### src/rtl/imt_pkg.sv
// Shared types and status codes for the interval map table core.
// No dependencies.
package imt_pkg;

    typedef enum logic [1:0] {
        ST_DONE  = 2'd0,
        ST_EMPTY = 2'd1,
        ST_FULL  = 2'd2
    } t_status;

    typedef enum logic [3:0] {
        S_IDLE,
        S_SCAN,
        S_SCAN_WAIT,
        S_DECIDE,
        S_SHIFT_RD,
        S_SHIFT_WAIT,
        S_SHIFT_WR,
        S_WRITE_B,
        S_WRITE_E,
        S_OUT
    } t_state;

    localparam logic FUNC_ASSIGN = 1'b0;
    localparam logic FUNC_LOOKUP = 1'b1;

endpackage

### src/rtl/interval_map_table_core.sv
// Interval map table core: sorted breakpoint table with range assign and lookup.
// Depends on imt_pkg.
//
// One request at a time: o_stall is high from acceptance until the response
// moves into the output register. A lookup passes through the scan, decide
// and output states, as does a table-full assign; an empty range goes straight
// to the output state. An assign scans, decides, runs a shift pass if entries
// must move, writes the begin and end breakpoints and then outputs. The scan
// reads entries one at a time through the single memory read port, and the
// shift pass moves one entry at a time. A response still held on the output
// keeps the core in the output state; the next request is taken once the core
// is back in idle after a response is loaded.
module interval_map_table_core #(
    parameter int CAPACITY = 64,
    parameter int KEY_W    = 32,
    parameter int VAL_W    = 32
) (
    input  logic             i_clk,
    input  logic             i_rst_n,
    input  logic             i_valid,
    output logic             o_stall,
    input  logic             i_func,
    input  logic [KEY_W-1:0] i_key_begin,
    input  logic [KEY_W-1:0] i_key_end,
    input  logic [VAL_W-1:0] i_new_value,
    input  logic [KEY_W-1:0] i_query_key,
    input  logic             i_cfg_valid,
    output logic             o_cfg_ready,
    input  logic [VAL_W-1:0] i_cfg_data,
    output logic             o_valid,
    input  logic             i_stall,
    output logic [VAL_W-1:0] o_found_value,
    output logic [1:0]       o_status
);
    import imt_pkg::*;

    localparam int AW = (CAPACITY > 1) ? $clog2(CAPACITY) : 1;
    localparam int CW = $clog2(CAPACITY + 1);

    logic [KEY_W-1:0] mem_k [CAPACITY];
    logic [VAL_W-1:0] mem_v [CAPACITY];

    t_state r_state, n_state;
    logic [CW-1:0] r_cnt, n_cnt;
    logic [CW-1:0] r_i, n_i;
    logic [CW-1:0] r_lo, n_lo;
    logic [CW-1:0] r_hi, n_hi;
    logic [CW-1:0] r_src, n_src;
    logic [CW-1:0] r_dst, n_dst;
    logic          r_func, n_func;
    logic [KEY_W-1:0] r_kb, n_kb, r_ke, n_ke;
    logic [VAL_W-1:0] r_nv, n_nv;
    logic [VAL_W-1:0] r_dflt;
    logic [VAL_W-1:0] r_old, n_old, r_prev, n_prev, r_found, n_found;
    logic [VAL_W-1:0] r_ofound, n_ofound;
    logic          r_epres, n_epres;
    logic          r_insb, n_insb;
    logic [1:0]    r_status, n_status;
    logic [1:0]    r_ostatus, n_ostatus;
    logic          r_ovalid, n_ovalid;
    logic [KEY_W-1:0] r_rk;
    logic [VAL_W-1:0] r_rv;
    logic [AW-1:0] rd_addr, wr_addr;
    logic          wr_en;
    logic [KEY_W-1:0] wr_k;
    logic [VAL_W-1:0] wr_v;
    logic          ins_b;
    logic [CW:0]   newcount;
    logic [CW-1:0] fill_cnt;

    assign o_cfg_ready   = (r_state == S_IDLE);
    assign o_stall       = (r_state != S_IDLE);
    assign o_valid       = r_ovalid;
    assign o_found_value = r_ofound;
    assign o_status      = r_ostatus;

    always_ff @(posedge i_clk) begin
        if (wr_en) begin
            mem_k[wr_addr] <= wr_k;
            mem_v[wr_addr] <= wr_v;
        end
        r_rk <= mem_k[rd_addr];
        r_rv <= mem_v[rd_addr];
    end

    always_ff @(posedge i_clk) begin
        if (!i_rst_n) begin
            r_state  <= S_IDLE;
            r_cnt    <= '0;
            r_dflt   <= '0;
            r_ovalid <= 1'b0;
        end else begin
            r_state  <= n_state;
            r_cnt    <= n_cnt;
            r_ovalid <= n_ovalid;
            if (i_cfg_valid && o_cfg_ready) begin
                r_dflt <= i_cfg_data;
            end
        end
        r_i <= n_i; r_lo <= n_lo; r_hi <= n_hi; r_src <= n_src; r_dst <= n_dst;
        r_func <= n_func; r_kb <= n_kb; r_ke <= n_ke; r_nv <= n_nv;
        r_old <= n_old; r_prev <= n_prev; r_found <= n_found;
        r_epres <= n_epres; r_insb <= n_insb; r_status <= n_status;
        r_ofound <= n_ofound; r_ostatus <= n_ostatus;
    end

    assign ins_b    = (r_prev != r_nv);
    assign newcount = {1'b0, r_cnt} - {1'b0, r_hi} + {1'b0, r_lo}
                    + {{CW{1'b0}}, ins_b} + {{CW{1'b0}}, ~r_epres};
    assign fill_cnt = r_lo + {{(CW-1){1'b0}}, ins_b} + {{(CW-1){1'b0}}, ~r_epres};

    // next state
    always_comb begin
        n_state = r_state;
        case (r_state)
            S_IDLE: begin
                if (i_valid) begin
                    if (i_func == FUNC_ASSIGN && !(i_key_begin < i_key_end)) begin
                        n_state = S_OUT;
                    end else begin
                        n_state = S_SCAN;
                    end
                end
            end
            S_SCAN:       n_state = (r_i < r_cnt) ? S_SCAN_WAIT : S_DECIDE;
            S_SCAN_WAIT:  n_state = S_SCAN;
            S_DECIDE: begin
                if (r_func == FUNC_LOOKUP || newcount > (CW+1)'(CAPACITY)) begin
                    n_state = S_OUT;
                end else if (fill_cnt < r_hi || r_hi < fill_cnt) begin
                    n_state = S_SHIFT_RD;
                end else begin
                    n_state = S_WRITE_B;
                end
            end
            S_SHIFT_RD:   n_state = (r_src < r_cnt) ? S_SHIFT_WAIT : S_WRITE_B;
            S_SHIFT_WAIT: n_state = S_SHIFT_WR;
            S_SHIFT_WR:   n_state = S_SHIFT_RD;
            S_WRITE_B:    n_state = S_WRITE_E;
            S_WRITE_E:    n_state = S_OUT;
            S_OUT:        n_state = (r_ovalid && i_stall) ? S_OUT : S_IDLE;
            default:      n_state = S_IDLE;
        endcase
    end

    // datapath and outputs
    always_comb begin
        n_cnt = r_cnt; n_i = r_i; n_lo = r_lo; n_hi = r_hi; n_src = r_src; n_dst = r_dst;
        n_func = r_func; n_kb = r_kb; n_ke = r_ke; n_nv = r_nv;
        n_old = r_old; n_prev = r_prev; n_found = r_found;
        n_epres = r_epres; n_insb = r_insb; n_status = r_status;
        n_ofound = r_ofound; n_ostatus = r_ostatus;
        n_ovalid = r_ovalid && i_stall;
        rd_addr = r_i[AW-1:0];
        wr_en = 1'b0; wr_addr = '0; wr_k = r_kb; wr_v = r_nv;
        case (r_state)
            S_IDLE: begin
                if (i_valid) begin
                    n_func = i_func; n_kb = i_key_begin; n_ke = i_key_end;
                    n_nv = i_new_value;
                    if (i_func == FUNC_LOOKUP) begin
                        n_ke = i_query_key;
                    end
                    n_i = '0; n_lo = '0; n_hi = '0; n_epres = 1'b0;
                    n_old = r_dflt; n_prev = r_dflt;
                    n_status = ST_EMPTY;
                    n_found = '0;
                end
            end
            S_SCAN: rd_addr = r_i[AW-1:0];
            S_SCAN_WAIT: begin
                if (r_rk < r_kb) begin
                    n_lo = r_i + 1'b1; n_prev = r_rv;
                end
                if (r_rk < r_ke) begin
                    n_hi = r_i + 1'b1;
                end
                if (r_rk <= r_ke) begin
                    n_old = r_rv;
                end
                if (r_rk == r_ke) begin
                    n_epres = 1'b1;
                end
                n_i = r_i + 1'b1;
            end
            S_DECIDE: begin
                n_insb = ins_b;
                if (r_func == FUNC_LOOKUP) begin
                    n_found = r_old; n_status = ST_DONE;
                end else if (newcount > (CW+1)'(CAPACITY)) begin
                    n_status = ST_FULL;
                end else begin
                    n_status = ST_DONE;
                    if (r_hi < fill_cnt) begin
                        n_src = r_hi; n_dst = fill_cnt;
                    end else begin
                        n_src = r_hi; n_dst = fill_cnt;
                    end
                end
            end
            S_SHIFT_RD, S_SHIFT_WAIT: begin
                // move upward from the top when growing, downward from the bottom when shrinking
                if (r_hi < fill_cnt) begin
                    rd_addr = AW'(r_cnt - 1'b1 - (r_src - r_hi));
                end else begin
                    rd_addr = r_src[AW-1:0];
                end
            end
            S_SHIFT_WR: begin
                wr_en = 1'b1;
                wr_k = r_rk; wr_v = r_rv;
                if (r_hi < fill_cnt) begin
                    wr_addr = AW'(r_cnt - 1'b1 - (r_src - r_hi) + (fill_cnt - r_hi));
                end else begin
                    wr_addr = r_dst[AW-1:0];
                end
                n_src = r_src + 1'b1; n_dst = r_dst + 1'b1;
            end
            S_WRITE_B: begin
                wr_en = r_insb; wr_addr = r_lo[AW-1:0];
                wr_k = r_kb; wr_v = r_nv;
            end
            S_WRITE_E: begin
                wr_en = ~r_epres; wr_addr = AW'(r_lo + CW'(r_insb));
                wr_k = r_ke; wr_v = r_old;
                n_cnt = newcount[CW-1:0];
            end
            S_OUT: begin
                if (!(r_ovalid && i_stall)) begin
                    n_ovalid = 1'b1;
                    n_ofound = r_found; n_ostatus = r_status;
                end
            end
            default: ;
        endcase
    end

endmodule
### config.mk
export PLATFORM = sky130hd
export DESIGN_NAME = interval_map_table_core
export DESIGN_NICKNAME = d
export VERILOG_FILES = /design/src/rtl/imt_pkg.sv /design/src/rtl/interval_map_table_core.sv
export SDC_FILE = /design/constraint.sdc
export NUM_CORES = 2
export LEC_CHECK = 0
export BUFFER_PORTS_ARGS = -buffer_cell sky130_fd_sc_hd__buf_2
export CAP_MARGIN = 10
export CORE_MARGIN = 3
export CORE_UTILIZATION = 40
export CTS_CLUSTER_DIAMETER = 30
export DETAILED_ROUTE_END_ITERATION = 10
export SLEW_MARGIN = 15
export SYNTH_ARGS = -nofsm -noshare
export SYNTH_HDL_FRONTEND = slang
export SYNTH_SLANG_ARGS = --single-unit
### constraint.sdc
create_clock -name i_clk -period 18.6 [get_ports i_clk]
set_clock_uncertainty 0.05 [all_clocks]
set_input_delay 3.72 -clock i_clk [delete_from_list [all_inputs] [get_ports i_clk]]
set_output_delay 3.72 -clock i_clk [all_outputs]
set_load 0.02 [all_outputs]
# After elaboration in Yosys (flattened, before gate mapping)
# Memories as Yosys holds them, arrays and structs flattened. A register that Yosys moved wholly into a read port is not among the register bits.
# Index checks and enable logic that the tools add are counted.
# W data, S select, Z words.
[classes]
n_reduce_logical = 22
bitwise_logic = 3
n_div = 0
eq_ne = 19
multipliers = 0
magnitude_cmp = 9
add_sub_neg = 15
n_shift = 0
muxes = 46
[ops]
columns = ["operator", "n"]
rows = [
  ["$pmux W32 S2", 5],
  ["$mux W32", 6],
  ["$lt A32 B32 Y1", 3],
  ["$pmux W7 S2", 5],
  ["$mux W7", 7],
  ["$pmux W4 S10", 1],
  ["$eq A32 B32 Y1", 1],
  ["$le A32 B32 Y1", 1],
  ["$ne A32 B32 Y1", 1],
  ["$lt A7 B7 Y1", 4],
  ["$add A7 B1 Y7 const B", 3],
  ["$mux W6", 3],
  ["$pmux W6 S3", 1],
  ["$reduce_and A3 Y1", 6],
  ["$sub A6 B6 Y6", 3],
  ["$add A8 B1 Y8", 2],
  ["$eq A4 B3 Y1 const B", 4],
  ["$mux W4", 4],
  ["$ne A2 B2 Y1 const B", 8],
  ["$add A7 B1 Y7", 2],
  ["$mux W2", 5],
  ["$add A8 B7 Y8", 1],
  ["$eq A4 B2 Y1 const B", 2],
  ["$eq A4 B4 Y1 const B", 2],
  ["other kinds (19)", 34],
]
[word_totals]
romBits = 0
memories = 2
ram_bits = 4096
input_bits = 166
out_inout_bits = 37
latchBits = 0
register_bits = 310
wordCells = 137
[mem_list]
columns = ["name", "words", "word_bits", "read_ports", "rd_ports_with_merged_regs", "write_ports", "line", "rtl"]
rows = [
  ["mem_k", 64, 32, 1, 1, 1, "interval_map_table_core.sv:40", "logic [KEY_W-1:0] mem_k [CAPACITY];"],
  ["mem_v", 64, 32, 1, 1, 1, "interval_map_table_core.sv:41", "logic [VAL_W-1:0] mem_v [CAPACITY];"],
]

# Longest topological paths before layout
[depth]
depth_word = 8
mapped_depth = 26
ltp_nobuf = 21

# Least setup slack after synthesis
# OpenSTA, ideal clock, no wires.
[synth_path]
path_type = "reg-to-reg"
start = "register r_hi[1]"
end = "memory mem_k[24][0] (enable)"
slack_ns = 11.403
required_time_ns = 18.063
stages_incl_launch_ff = 18
synth_period_minus_slack_ns = 7.197
t_arrival_ns = 6.660
setup_time_ns = 0.487
path_cell_list = "edfxtp_1 inv_1 fa_1 inv_1 ha_1 fa_1 inv_1 fa_1 inv_1 ha_1 a21oi_1 o21bai_1 a21oi_1 xnor2_1 o21ai_0 a21oi_1 nand3_1 nor2_1"
[synth_between]
elab_chain_cells = 5
word_cells_on_any_way = 7
cone_classes = "add/sub (4); order compare (1); mux (2)"
[synth_rtl]
columns = ["element", "line", "rtl"]
rows = [
  ["start: declaration", "interval_map_table_core.sv:47", "logic [CW-1:0] r_hi, n_hi;"],
  ["start signal: assignment", "interval_map_table_core.sv:100", "r_i <= n_i; r_lo <= n_lo; r_hi <= n_hi; r_src <= n_src; r_dst <= n_dst;"],
  ["$sub A6 B6 Y6 (2 in a row)", "interval_map_table_core.sv:213", "wr_addr = AW'(r_cnt - 1'b1 - (r_src - r_hi) + (fill_cnt - r_hi));"],
  ["$add A6 B6 Y6", "interval_map_table_core.sv:213", ""],
  ["$mux W6 *", "interval_map_table_core.sv:212", "if (r_hi < fill_cnt) begin"],
  ["$pmux W6 S3 *", "interval_map_table_core.sv:156", "case (r_state)"],
  ["end: declaration", "interval_map_table_core.sv:40", ""],
]
# Every way passes the cells marked *; elsewhere a longest branch is shown, timed or not.

# Final worst setup path
[layout_path]
start = "register r_nv[12]"
end = "register r_rk[1], read port of mem_k"
[layout_between]
elab_chain_cells = 6
[layout_rtl]
columns = ["element", "line", "rtl"]
rows = [
  ["start: declaration", "interval_map_table_core.sv:52", "logic [VAL_W-1:0] r_nv, n_nv;"],
  ["start signal: assignment", "interval_map_table_core.sv:101", "r_func <= n_func; r_kb <= n_kb; r_ke <= n_ke; r_nv <= n_nv;"],
  ["$ne A32 B32 Y1", "interval_map_table_core.sv:107", "assign ins_b = (r_prev != r_nv);"],
  ["$add A7 B1 Y7 (2 in a row)", "interval_map_table_core.sv:110", "assign fill_cnt = r_lo + {{(CW-1){1'b0}}, ins_b} + {{(CW-1){1'b0}}, ~r_epres};"],
  ["$lt A7 B7 Y1", "interval_map_table_core.sv:203", "if (r_hi < fill_cnt) begin"],
  ["$mux W6", "interval_map_table_core.sv:203", ""],
  ["$mux W6", "interval_map_table_core.sv:156", ""],
  ["end: declaration", "interval_map_table_core.sv:61", "logic [KEY_W-1:0] r_rk;"],
]
# Every way passes these cells.
# A chain may end at the register's enable or synchronous reset.

==> summary.txt <==
Synthesis
  • Syn. warnings: 0
  • Mapped Area: 174100 µm²
  • Post-synthesis sequential area ratio: 76.44%
  • Syn avg cell area: 16.38 µm²
  • Main flop type after synthesis: edfxtp_1
  • Netlist cell types: between 60 and 70
  • Ys async rst share: 0%
  • Mapped Cells: 10.63k
  • Net Count, Synth: 10.97k
  • EDFF count, synth: approximately 4.4k
  • #FFs+latches synth: 4469

Final layout
  • Nets@finish: roughly 12k
  • Synth-to-Final Area Change: 20.98%
  • Most common cell after layout, fill and taps aside: edfxtp_1
  • Filler Cell Count: 35.31k
  • Fin area: 210700 µm²
  • Commonest cells after routing, fill and taps aside: 4361 x edfxtp_1, 2062 x nand2_1, 805 x clkbuf_16
  • Share of layout cells above drive strength 1: roughly a fifth
  • Cell Count, Final, Fillers Out: 17.74k

Detailed routing
  • DR pass1 iterations: 8
  • Via count: between 100k and 150k
  • Wire length per cell: around 34 µm
  • Post-Route WL: ~600000 µm
  • Via density: around 6
  • Drt drc: 0
  • DRT iter0 DRCs: 17.72k
  • DRT antenna net count: 0

Timing
  • Slew Viols, Final: 0
  • Final hold vios: 0
  • RSZ-0062 raised after global routing: no
  • Tightest Pin Transition: 1.301 ns
  • Final Cycle Share: 47.91%
  • Final setup violating endpoints: 0
  • Final setup margin: 9.688 ns
  • Relative slew margins: 13.27%
  • FMAX: 112.2 MHz
  • Min Tclk post-route: 8.912 ns
  • Fin Setup TNS: 0 ns

Job
  • Maxcap violations: 0

Clock tree
  • Clk slew on worst S/H paths: 0.05 ns
  • CTS resizes: 0
  • Clock Sinks: approximately 4.5k
  • CTS Buffer Depth: 4
  • Number of hold buffers added after cts: 0
  • Root Driver: clkbuf_16
  • H-tree Lvls: 6
  • CTS Buf Count: slightly below 800
  • CTS tree: yes
  • Clock Latency Late Sink: 1.07 ns
  • Post-CTS Setup Inserts: 0

Setup path
  • Worst path bufs/invs: 8
  • Register-to-Register Path Depth: 24
  • CP arrival: 9.80 ns
  • CP delay by family, top: buffers and inverters
  • Req. time, crit path: 19.49 ns
  • CP peak stage delay: 0.82 ns
  • R2r startpoint: r_nv[12]$_DFFE_PP_
  • Setup Crit Path Kind: reg2reg
  • Setup crit end kind: register
  • Critical-path maximum fanout: between 100 and 150
  • Crit-path slowest cell: buf_4
  • Cell Chain, Critical Path: xor2_1 > nor4_1 > and4_1 > fa_1 > inv_1 > ha_1 > nand3_1 > xnor2_1 > inv_1 > ha_1 > nand4_1 > a21oi_1 > nor4_1 > nor3_2 > buf_4 > buf_4 > buf_4 > buf_4 > buf_4 > buf_12 > mux4_2 > a22oi_1 > a21oi_1 > or4_1
  • CP dominant cell by count: buf_4
  • R2R Path End: r_rk[1]$_DFF_P_
  • CP startpoint kind: register
  • R2r setup slk: ~9.7 ns

Floorplanning
  • CORE AREA: 432100 µm²
  • Core Rows: roughly 240
  • Die height: 665.8 µm
  • Io pins: 203
  • Starting density of the core: 40.30%
  • Die area: 443300 µm²
  • Die Span X: 665.8 µm

Placed design
  • Cell Area, Placed: 183100 µm²
  • Routability Congestion: 0.8454
  • Port Buffer Count: 202
  • Placement Setup Slack: 9.709 ns
  • Hpwl dp: between 300000 and 400000 µm
  • Placed insts: 16.23k

Pwr
  • Leakage: 71.10 nW
  • VDD IR-drop max: ~0.00012 V
  • Power Dens Cells: 145.2 nW/µm²
  • Power Total: about 31 mW

Worst hold path
  • Hold path startpoint: r_found[21]$_SDFFCE_PN0P_
  • WHS Path Cells: 0
  • Min-Delay Endpoint: o_found_value[21]$_DFFE_PP_
  • Worst Hold Class: reg2reg

GRT
  • First-pass GRT wire length: 820100 µm
  • GRT overflow: 0
  • Gr usage total: a little over a quarter
  • Largest net degree at the start of global routing: 130
  • Initial antenna violation count: 19
  • Vias in the first global route: between 100k and 150k

Status
  • Status: finished, final reports clean
==> worst reg2reg max path: cells and delay by family (launching register included) <==
kind	cells	cell delay, ns
flops	1	0.42
buf+inv	8	3.76
mux	1	0.65
xor+xnor	2	0.40
simple gates	7	1.99
compound gates	3	0.79
fa+ha+maj	3	0.75
==> final cells by class <==
cell class,count,area (µm²),area share [%]
well taps,5710,7144,3.391
inverters,166,625.6,0.2969
flip-flops and latches,4469,133100,63.19
clock buffers,907,20650,9.800
clock inverters,586,6718,3.189
multi-input cells,5378,38830,18.43
diodes,13,32.53,0.01544
repair buffers,511,3563,1.691
==> kinds of logic (layout without fill, tap and decap cells) <==
family / after synthesis / count (layout) / synth area share, %
DFF: 4469 / 4469 / 76.44
muxes: 623 / 623 / 7.160
buffers and inverters: 783 / 2170 / 1.829
xor gates and xnor gates: 69 / 69 / 0.3470
and+or+nand+nor: 3123 / 3123 / 7.645
adders and majority gates: 170 / 170 / 1.308
AOI/OAI and AO/OA: 1393 / 1393 / 5.269
other: 0 / 13 / 0
==> synthesized netlist by cell type, types with 12 or more instances <==
cell | number | area share, %
a21boi_0 | 41 | 0.18
ha_1 | 150 | 1.1
nor2_1 | 146 | 0.31
buf_1 | 74 | 0.16
fa_1 | 20 | 0.23
a31oi_1 | 209 | 0.75
xnor2_1 | 49 | 0.25
nor3_1 | 16 | 0.046
clkbuf_1 | 426 | 0.92
or4_1 | 59 | 0.25
a22o_1 | 13 | 0.065
nand2_1 | 2088 | 4.5
a22oi_1 | 271 | 1.2
o21a_1 | 15 | 0.065
a21oi_1 | 458 | 1.3
buf_2 | 94 | 0.27
dfxtp_1 | 108 | 1.2
mux4_2 | 498 | 6.4
nand3_1 | 568 | 1.6
a221o_1 | 32 | 0.18
buf_4 | 12 | 0.052
and2_1 | 38 | 0.14
mux2i_1 | 124 | 0.71
a32oi_1 | 164 | 0.82
inv_1 | 165 | 0.36
edfxtp_1 | 4361 | 75
o22ai_1 | 26 | 0.093
xor2_1 | 20 | 0.10
o21ai_0 | 69 | 0.20
a21o_1 | 54 | 0.23
nand4_1 | 150 | 0.54
==> metal layers <==
layer | global-route usage [%] | wire [µm] | up-vias
li1 | - | - | 43030
met1 | 36.23 | 219900 | 56290
met2 | 40.15 | 267200 | 8256
met3 | 6.224 | 82110 | 1408
met4 | 10.42 | 26980 | 4
met5 | 0 | 24 | -
==> sequential cells by signal (all words and copies together) (netlist names), 6 cells and up <==
| name | cells |
|---|---|
| mem_v | 2048 |
| o_found_value | 32 |
| r_hi | 7 |
| r_old | 32 |
| r_dflt | 32 |
| r_ke | 32 |
| r_i | 7 |
| r_rk | 32 |
| mem_k | 2048 |
| r_found | 32 |
| r_nv | 32 |
| r_prev | 32 |
| r_dst | 6 |
| r_src | 7 |
| r_cnt | 7 |
| r_rv | 32 |
| r_lo | 7 |
| r_kb | 32 |
==> where the power goes <==
group / internal [mW] / switching [mW]
clock network: 9.51 / 5.11
logic: 1.20 / 2.78
registers: 11.6 / 0.357
==> through the flow <==
stage / util, % / hold slack (ns)
after CTS: 48.70 / 0.3592
final: 48.76 / 0.3616
after global placement: 42.37 / 0.3515
after global routing: 48.75 / 0.3680
after floorplan: - / 0.3503
after detailed placement: 42.37 / 0.3545
==> worst max path at each step <==
stage | depth (start not counted) | slack, ns | from | endpoint
2_1_floorplan | 17 | 11.40 | r_hi[1]$_DFFE_PP_ | mem_k[24][0]$_DFFE_PP_
3_3_place_gp | 24 | 9.68 | r_nv[26]$_DFFE_PP_ | r_rk[5]$_DFF_P_
3_5_place_dp | 22 | 9.71 | r_prev[26]$_DFFE_PP_ | r_rk[12]$_DFF_P_
4_1_cts | 22 | 9.68 | r_nv[26]$_DFFE_PP_ | r_rk[12]$_DFF_P_
5_1_grt | 22 | 9.23 | r_nv[12]$_DFFE_PP_ | r_rk[20]$_DFF_P_
6_report | 24 | 9.69 | r_nv[12]$_DFFE_PP_ | r_rk[1]$_DFF_P_
(Power assumes the default switching activity.)
